## src/design/coc_pkg.sv

```systemverilog
// ----------------------------------------------------------------------------
// coc_pkg
// Shared types and constants for the cuff occlusion controller: item words,
// op codes, register indexes, sequencer and back-end state encodings.
// ----------------------------------------------------------------------------
package coc_pkg;

   // converter sample width and the shared multiplier operand width
   localparam int SAMPLE_BITS = 24;
   localparam int MUL_W       = 32;

   // command queue between front and back
   localparam int CMD_DEPTH = 2;
   localparam int CMD_PTR_W = (CMD_DEPTH > 1) ? $clog2(CMD_DEPTH) : 1;
   localparam int CMD_CNT_W = $clog2(CMD_DEPTH + 1);

   // saturation limits of the converted pressure, the mmHg value and the hold count
   localparam logic [31:0] PRESS_POS_SAT = 32'h7FFF_FFFF;
   localparam logic [31:0] PRESS_NEG_SAT = 32'h8000_0000;
   localparam logic [15:0] MMHG_SAT      = 16'hFFFF;
   localparam logic [7:0]  HOLD_SAT      = 8'hFF;

   // op codes of an input word
   localparam logic [2:0] OP_SAMPLE      = 3'd0;
   localparam logic [2:0] OP_TICK        = 3'd1;
   localparam logic [2:0] OP_RUN         = 3'd2;
   localparam logic [2:0] OP_SET_PUMP    = 3'd3;
   localparam logic [2:0] OP_SET_VALVE   = 3'd4;
   localparam logic [2:0] OP_TOGGLE_PUMP = 3'd5;
   localparam logic [2:0] OP_TOGGLE_VALVE = 3'd6;

   // register indexes
   localparam logic [2:0] CSR_CONV_GAIN    = 3'd0;
   localparam logic [2:0] CSR_CONV_OFFSET  = 3'd1;
   localparam logic [2:0] CSR_MAX_PRESSURE = 3'd2;
   localparam logic [2:0] CSR_PRESSURE_CAP = 3'd3;
   localparam logic [2:0] CSR_HOLD_SECONDS = 3'd4;
   localparam logic [2:0] CSR_MMHG_FACTOR  = 3'd5;

   // reported phase codes
   localparam logic [1:0] PHASE_IDLE    = 2'd0;
   localparam logic [1:0] PHASE_INFLATE = 2'd1;
   localparam logic [1:0] PHASE_HOLD    = 2'd2;

   // command class decided by the front end
   typedef enum logic [2:0] {
      CLS_SAMPLE,
      CLS_TICK,
      CLS_RUN,
      CLS_SET_PUMP,
      CLS_SET_VALVE,
      CLS_TOGGLE_PUMP,
      CLS_TOGGLE_VALVE,
      CLS_NONE
   } cls_type;

   // occlusion sequencer
   typedef enum logic [2:0] {
      SEQ_IDLE    = 3'b001,
      SEQ_INFLATE = 3'b010,
      SEQ_HOLD    = 3'b100
   } seq_type;

   // back-end control
   typedef enum logic [5:0] {
      ST_IDLE  = 6'b000001,
      ST_MUL   = 6'b000010,
      ST_CONV  = 6'b000100,
      ST_SEQ   = 6'b001000,
      ST_SCALE = 6'b010000,
      ST_OUT   = 6'b100000
   } back_state_type;

   typedef struct packed {
      logic [2:0]                    op;
      logic signed [SAMPLE_BITS-1:0] raw_sample;
      logic                          level;
   } req_type;

   typedef struct packed {
      logic        pump_on;
      logic        valve_closed;
      logic [1:0]  phase;
      logic        run_active;
      logic [30:0] pressure_value;
      logic [15:0] pressure_mmhg;
      logic        over_limit;
   } rsp_type;

   typedef struct packed {
      cls_type                       cls;
      logic signed [SAMPLE_BITS-1:0] raw_sample;
      logic                          level;
   } cmd_type;

   // queue handshake between front and back
   typedef struct packed {
      logic ready;   // a command waits at the queue head
   } cmd_status_type;

   typedef struct packed {
      logic pop;     // back end takes the head command
   } cmd_ctrl_type;

endpackage

```

## src/design/coc_front.sv

```systemverilog
// ----------------------------------------------------------------------------
// coc_front
// Input side: takes request words, classifies the op and holds the decoded
// commands in a short queue for the back end.
// ----------------------------------------------------------------------------
module coc_front import coc_pkg::*; (
   input  logic           clock,
   input  logic           reset,
   input  logic           req_push,
   output logic           req_full,
   input  req_type        req_data,
   output cmd_status_type cmd_status,
   input  cmd_ctrl_type   cmd_ctrl,
   output cmd_type        cmd_word
);

   cmd_type              cmd_mem_ff [CMD_DEPTH];
   logic [CMD_PTR_W-1:0] wr_ptr_ff, wr_ptr_in;
   logic [CMD_PTR_W-1:0] rd_ptr_ff, rd_ptr_in;
   logic [CMD_CNT_W-1:0] count_ff, count_in;
   logic                 push_ok;
   cls_type              cls;
   cmd_type              new_cmd;

   // op decode
   always_comb begin
      unique case (req_data.op)
         OP_SAMPLE:       cls = CLS_SAMPLE;
         OP_TICK:         cls = CLS_TICK;
         OP_RUN:          cls = CLS_RUN;
         OP_SET_PUMP:     cls = CLS_SET_PUMP;
         OP_SET_VALVE:    cls = CLS_SET_VALVE;
         OP_TOGGLE_PUMP:  cls = CLS_TOGGLE_PUMP;
         OP_TOGGLE_VALVE: cls = CLS_TOGGLE_VALVE;
         default:         cls = CLS_NONE;
      endcase
   end

   assign new_cmd.cls        = cls;
   assign new_cmd.raw_sample = req_data.raw_sample;
   assign new_cmd.level      = req_data.level;

   assign req_full = (count_ff == CMD_CNT_W'(CMD_DEPTH));
   assign push_ok  = req_push && !req_full;

   // queue pointers and fill count
   always_comb begin
      wr_ptr_in = wr_ptr_ff;
      rd_ptr_in = rd_ptr_ff;
      count_in  = count_ff;
      if (push_ok) begin
         wr_ptr_in = (wr_ptr_ff == CMD_PTR_W'(CMD_DEPTH - 1)) ? '0 : wr_ptr_ff + 1'b1;
      end
      if (cmd_ctrl.pop) begin
         rd_ptr_in = (rd_ptr_ff == CMD_PTR_W'(CMD_DEPTH - 1)) ? '0 : rd_ptr_ff + 1'b1;
      end
      if (push_ok && !cmd_ctrl.pop) begin
         count_in = count_ff + 1'b1;
      end else if (!push_ok && cmd_ctrl.pop) begin
         count_in = count_ff - 1'b1;
      end
   end

   always_ff @(posedge clock) begin
      if (reset) begin
         wr_ptr_ff <= '0;
         rd_ptr_ff <= '0;
         count_ff  <= '0;
      end else begin
         wr_ptr_ff <= wr_ptr_in;
         rd_ptr_ff <= rd_ptr_in;
         count_ff  <= count_in;
      end
   end

   // queue storage
   always_ff @(posedge clock) begin
      if (push_ok) begin
         cmd_mem_ff[wr_ptr_ff] <= new_cmd;
      end
   end

   assign cmd_status.ready = (count_ff != '0);
   assign cmd_word         = cmd_mem_ff[rd_ptr_ff];

endmodule

```

## config.mk

```make
export PLATFORM = sky130hd
export DESIGN_NAME = coc_front
export DESIGN_NICKNAME = d
export VERILOG_FILES = /design/src/design/coc_pkg.sv /design/src/design/coc_front.sv
export SDC_FILE = /design/constraint.sdc
export NUM_CORES = 1
export LEC_CHECK = 0
export ABC_AREA = 1
export ABC_CLOCK_PERIOD_IN_PS = 3400
export BUFFER_PORTS_ARGS = -buffer_cell sky130_fd_sc_hd__buf_4
export CORE_ASPECT_RATIO = 0.8
export CORE_MARGIN = 2
export CORE_UTILIZATION = 40
export DETAILED_ROUTE_END_ITERATION = 12
export GPL_ROUTABILITY_DRIVEN = 0
export SLEW_MARGIN = 10
export SYNTH_ARGS = -nofsm -noshare
export SYNTH_HDL_FRONTEND = slang
export SYNTH_SLANG_ARGS = --single-unit
```

## constraint.sdc

```tcl
create_clock -name clock -period 3.4 [get_ports clock]
set_input_delay 0.34 -clock clock [delete_from_list [all_inputs] [get_ports clock]]
set_output_delay 0.34 -clock clock [all_outputs]
set_load 0.01 [all_outputs]
```

* After elaboration in Yosys (flattened, before gate mapping)
Memory sizes are Yosys's and may differ from the RTL's. A register that Yosys moved wholly into a read port is not among the register bits.
Cells that the tools add are included.
** Word-level totals
- Output and inout port bits :: 30
- Memory bits (writable) :: 56
- Word-level logic and storage cells :: 33
- Bits in registers :: 4
- Bits of input ports :: 32
- Memories kept :: 1
** Memories
- cmd_mem_ff :: words 2, bits a word 28, rd ports 1, clocked after memory_dff 1, wr ports 1, RTL line coc_front.sv:17 : cmd_type cmd_mem_ff [CMD_DEPTH];
** Cells by class
- Mux-type cells :: 9
- $add $sub $neg :: 4
- Equal/unequal tests :: 7
- Reductions and logical operators :: 9
** Operators with widths (number)
- $pmux W3 S7 :: 1
- $eq A3 B3 Y1 const B :: 3
- $eq A3 B2 Y1 const B :: 2
- $mux W1 :: 6
- $mux W2 :: 2
- $reduce_bool A2 Y1 :: 2
- $eq A3 B1 Y1 const B :: 1
- $logic_and A1 B1 Y1 :: 3
- $logic_not A1 Y1 :: 3
- $logic_not A3 Y1 :: 1
- $add A1 B1 Y1 const B :: 2
- $add A2 B1 Y2 const B :: 1
- $eq A2 B2 Y1 const B :: 1
- $sub A2 B1 Y2 const B :: 1

* Longest topological paths before layout
- Word-level depth :: 7
- Mapped depth :: 10
- Depth with buffers taken out :: 10

* Least setup slack after synthesis
Ideal clock, no wire load.
- Kind :: reg2reg
- Start point :: register count_ff[1]
- End point :: memory cmd_mem_ff[1][0] (netlist name) (enable)
- Required time :: 2.987 ns
- Clock period less this slack :: 2.078 ns
- Arrival :: 1.665 ns
- Library setup time :: 0.413 ns
- Setup slack :: 1.322 ns
- Buffers on the path :: 0
- Stages on the path, launching flop included :: 4
- Path through :: dfxtp_1 inv_1 o21ai_2 nor2_1
** On the way
- Cells in the longest elaborated chain, start to end :: 5
** Ends and longest elaborated chain
- from (decl) :: RTL line coc_front.sv:20 : logic [CMD_CNT_W-1:0] count_ff, count_in;
- from (signal assigned) :: RTL line coc_front.sv:72 : count_ff <= count_in;
- $eq A2 B2 Y1 :: RTL line coc_front.sv:43 : assign req_full = (count_ff == CMD_CNT_W'(CMD_DEPTH));
- $logic_not A1 Y1 :: RTL line coc_front.sv:44 : assign push_ok = req_push && !req_full;
- $logic_and A1 B1 Y1 :: RTL line coc_front.sv:44
- $mux W1 :: RTL line coc_front.sv:78 : if (push_ok) begin
- $mux W1 (not written as such) :: RTL line coc_front.sv:79 : cmd_mem_ff[wr_ptr_ff] <= new_cmd;
- to (decl) :: RTL line coc_front.sv:17
No other way between the ends.

==> qor.yml <==
port-buffer-count: 61
wl_per_cell_microns: 14.2
path_buf_inv: 1
clkTransAtPathRegs_ps: 60
path_depth: 2
end_kind: "output port"
setup-tns-final_ps: 0
synth_common_cells: "edfxtp_1 (56), mux2_4 (20), inv_1 (9), mux2_2 (8), nor2_1 (8)"
peakVddDrop_uv: 324
drc_errors: 0
whs_path_depth: 2
crit_chain: "mux2_2 -> buf_4"
rsz0062_at_grt: "false"
synth_top_area_share_pct: 70.8
crit_type: "flop to output port"
coreArea_sq_mm: 0.00582
hold_start: "reset"
grt_antenna_before_repair: 0
io_pins: 62
final_nets: 226
drv_cap: 0
synthTopCellsByArea: "edfxtp_1 (71%), mux2_4 (13%), dfxtp_1 (4.2%), mux2_2 (3.8%), buf_12 (1.7%)"
drv_slew: 0
ys_ff_latch: 61
fin_area_sq_mm: 0.00306
first_pass_iters: 4
reg2regPathDepth: 4
cpLargestDelayFamily: "flip-flops"
detailroute.wirelength.met3_microns: 328
regArea_sq_mm: 0.00178
slowest_delay_ps: 900
avgSynthCellArea_sq_um: 19.0
async_flop_share_pct: 0
period_minus_slack_ps: 2160
synth_area_sq_mm: 0.00237
hpwl_microns: 2690
dr_wl_met2_microns: 1970
drt-total-wl_microns: 3970
worstHoldPathType: "input port to flop"
ys.flop_type: "edfxtp_1"
setup_viol: 0
hold_viol_final: 0
drt_first_iter_violations: 74
cts_root_buffer: "clkbuf_8"
via_count: 1237
cts_tree: "built"
dieArea_sq_mm: 0.00657
htree_num_levels: 3
postCtsSetupBuffers: 0
grt_pass1_wl_microns: 5910
ant_nets: 0
cts_max_path_buffers: 2
met1_length_microns: 1640
grt_usage_pct: 12.7
synth_nets: 158
yosysWarnings: 0
max-slew-margin-rel_pct: 41.7
yosysMostFrequentCell: "edfxtp_1"
power_density_mw_per_mm2: 570
synth_edf_count: 56
grt_pass1_vias: 1239
clock_skew_ps: 7.90
crit_path_start_kind: "flop"
clock_latency_ps: 330
die_h_microns: 72.9
post-route-period-util_pct: 63.4
diodes: 0
viasPerCell: 4.43
clock.fmax_mhz: 464
syn_inst: 125
clock-sinks: 61
ctsHoldBuffers: 0
placedInstanceArea_sq_mm: 0.00289
crit_slowest_cell: "dfxtp_2"
synth_largest_area_cell: "edfxtp_1"
timing.rr.start: "count_ff[1]$_SDFFE_PP0P_"
nFillCells: 518
dr.max_layer_used: "met4"
critPathMaxFanout: 28
cts_buffers: 9
seq_area_frac_synth_pct: 75.1
drive_above_1_share_pct: 54.0
gr-total-overflow: 0
status: "finished clean"
cp.arrival_ps: 1820
worst_pin_slew_ps: 875
grt_max_degree: 29
cts_resized: 0
synth.distinct_cells: 17
synthToLayoutAreaGrowth_pct: 29.0
multi_input_area_sq_um: 500
worstPathRequired_ps: 3060
placementRows: 25
dieWidth_microns: 90.1
power_leakage_uw: 0.00122
start_util_pct: 40.8
-- stage by stage --
stage / power [uW] / hold slack, ps / std cells / utilization [%] / worst slack, ps
final: 1750 / 178 / 279 / 52.6 / 1240
after global routing: 1830 / 157 / 279 / 52.6 / 1140
after floorplan: 1090 / 412 / 125 / - / 1320
after detailed placement: 1220 / 523 / 263 / 49.7 / 1540
after CTS: 1770 / 164 / 279 / 52.6 / 1190
after global placement: 1210 / 494 / 263 / 49.7 / 1580
-- state kept, by name (all words and copies together), names as in the netlist, named ones only --
name        count
wr_ptr_ff       1
cmd_mem_ff     56
count_ff        2
rd_ptr_ff       1
-- final cells by class --
class / instances / area share, %
well taps: 81 / 3.31
multi-input cells: 49 / 16.3
clock buffers: 15 / 5.43
inverters: 9 / 1.10
repair buffers: 63 / 15.4
flip-flops and latches: 61 / 58.2
clock inverters: 1 / 0.163
-- power breakdown --
| group | switching [uW] | internal (uW) | total (uW) |
|---|---|---|---|
| sequential | 33.7 | 892 | 926 |
| combinational | 117 | 155 | 271 |
| clock | 245 | 304 | 549 |
-- worst paths after layout --
check	slack (ps)	end
worst max register to register	1540	cmd_mem_ff[1][21]$_DFFE_PP_
worst min register to register	530	flop
worst min-delay path	180	flop
worst max-delay path	1240	cmd_word[3]
-- per-layer routing --
| layer | vias up | track usage [%] |
|---|---|---|
| met1 | 589 | 13.4 |
| met2 | 49 | 20.2 |
| met3 | 4 | 8.26 |
| li1 | 595 | - |
| met5 | - | 0 |
| met4 | 0 | 5.47 |
-- layout by cell type (no fill, tap or decap) --
cell type   n
o21ai_2     1
nor2_1      6
nand2_1     5
clkbuf_8   11
nor2_2      2
o21ai_0     2
clkbuf_1    4
nand4_1     1
xnor2_1     1
inv_1       9
a21oi_1     1
mux2_4     20
buf_4      63
clkinv_2    1
ha_1        1
mux2_2      8
nand3_1     1
dfxtp_1     4
dfxtp_2     1
edfxtp_1   56
-- worst register-to-register path: cells and delay by family, from the launching register on --
kind	cells	cell delay (ps)
buffers and inverters	2	490
DFF	1	330
and+or+nand+nor	1	620
AOI/OAI and AO/OA	1	100
-- cell families after synthesis --
logic type | count (synthesis) | share of synthesized area (%)
buf+inv | 15 | 4.06
compound gates | 4 | 1.00
fa+ha+maj | 1 | 0.527
xor+xnor | 1 | 0.369
simple gates | 15 | 2.53
flops | 61 | 75.1
mux | 28 | 16.4
(Power assumes the default switching activity.)
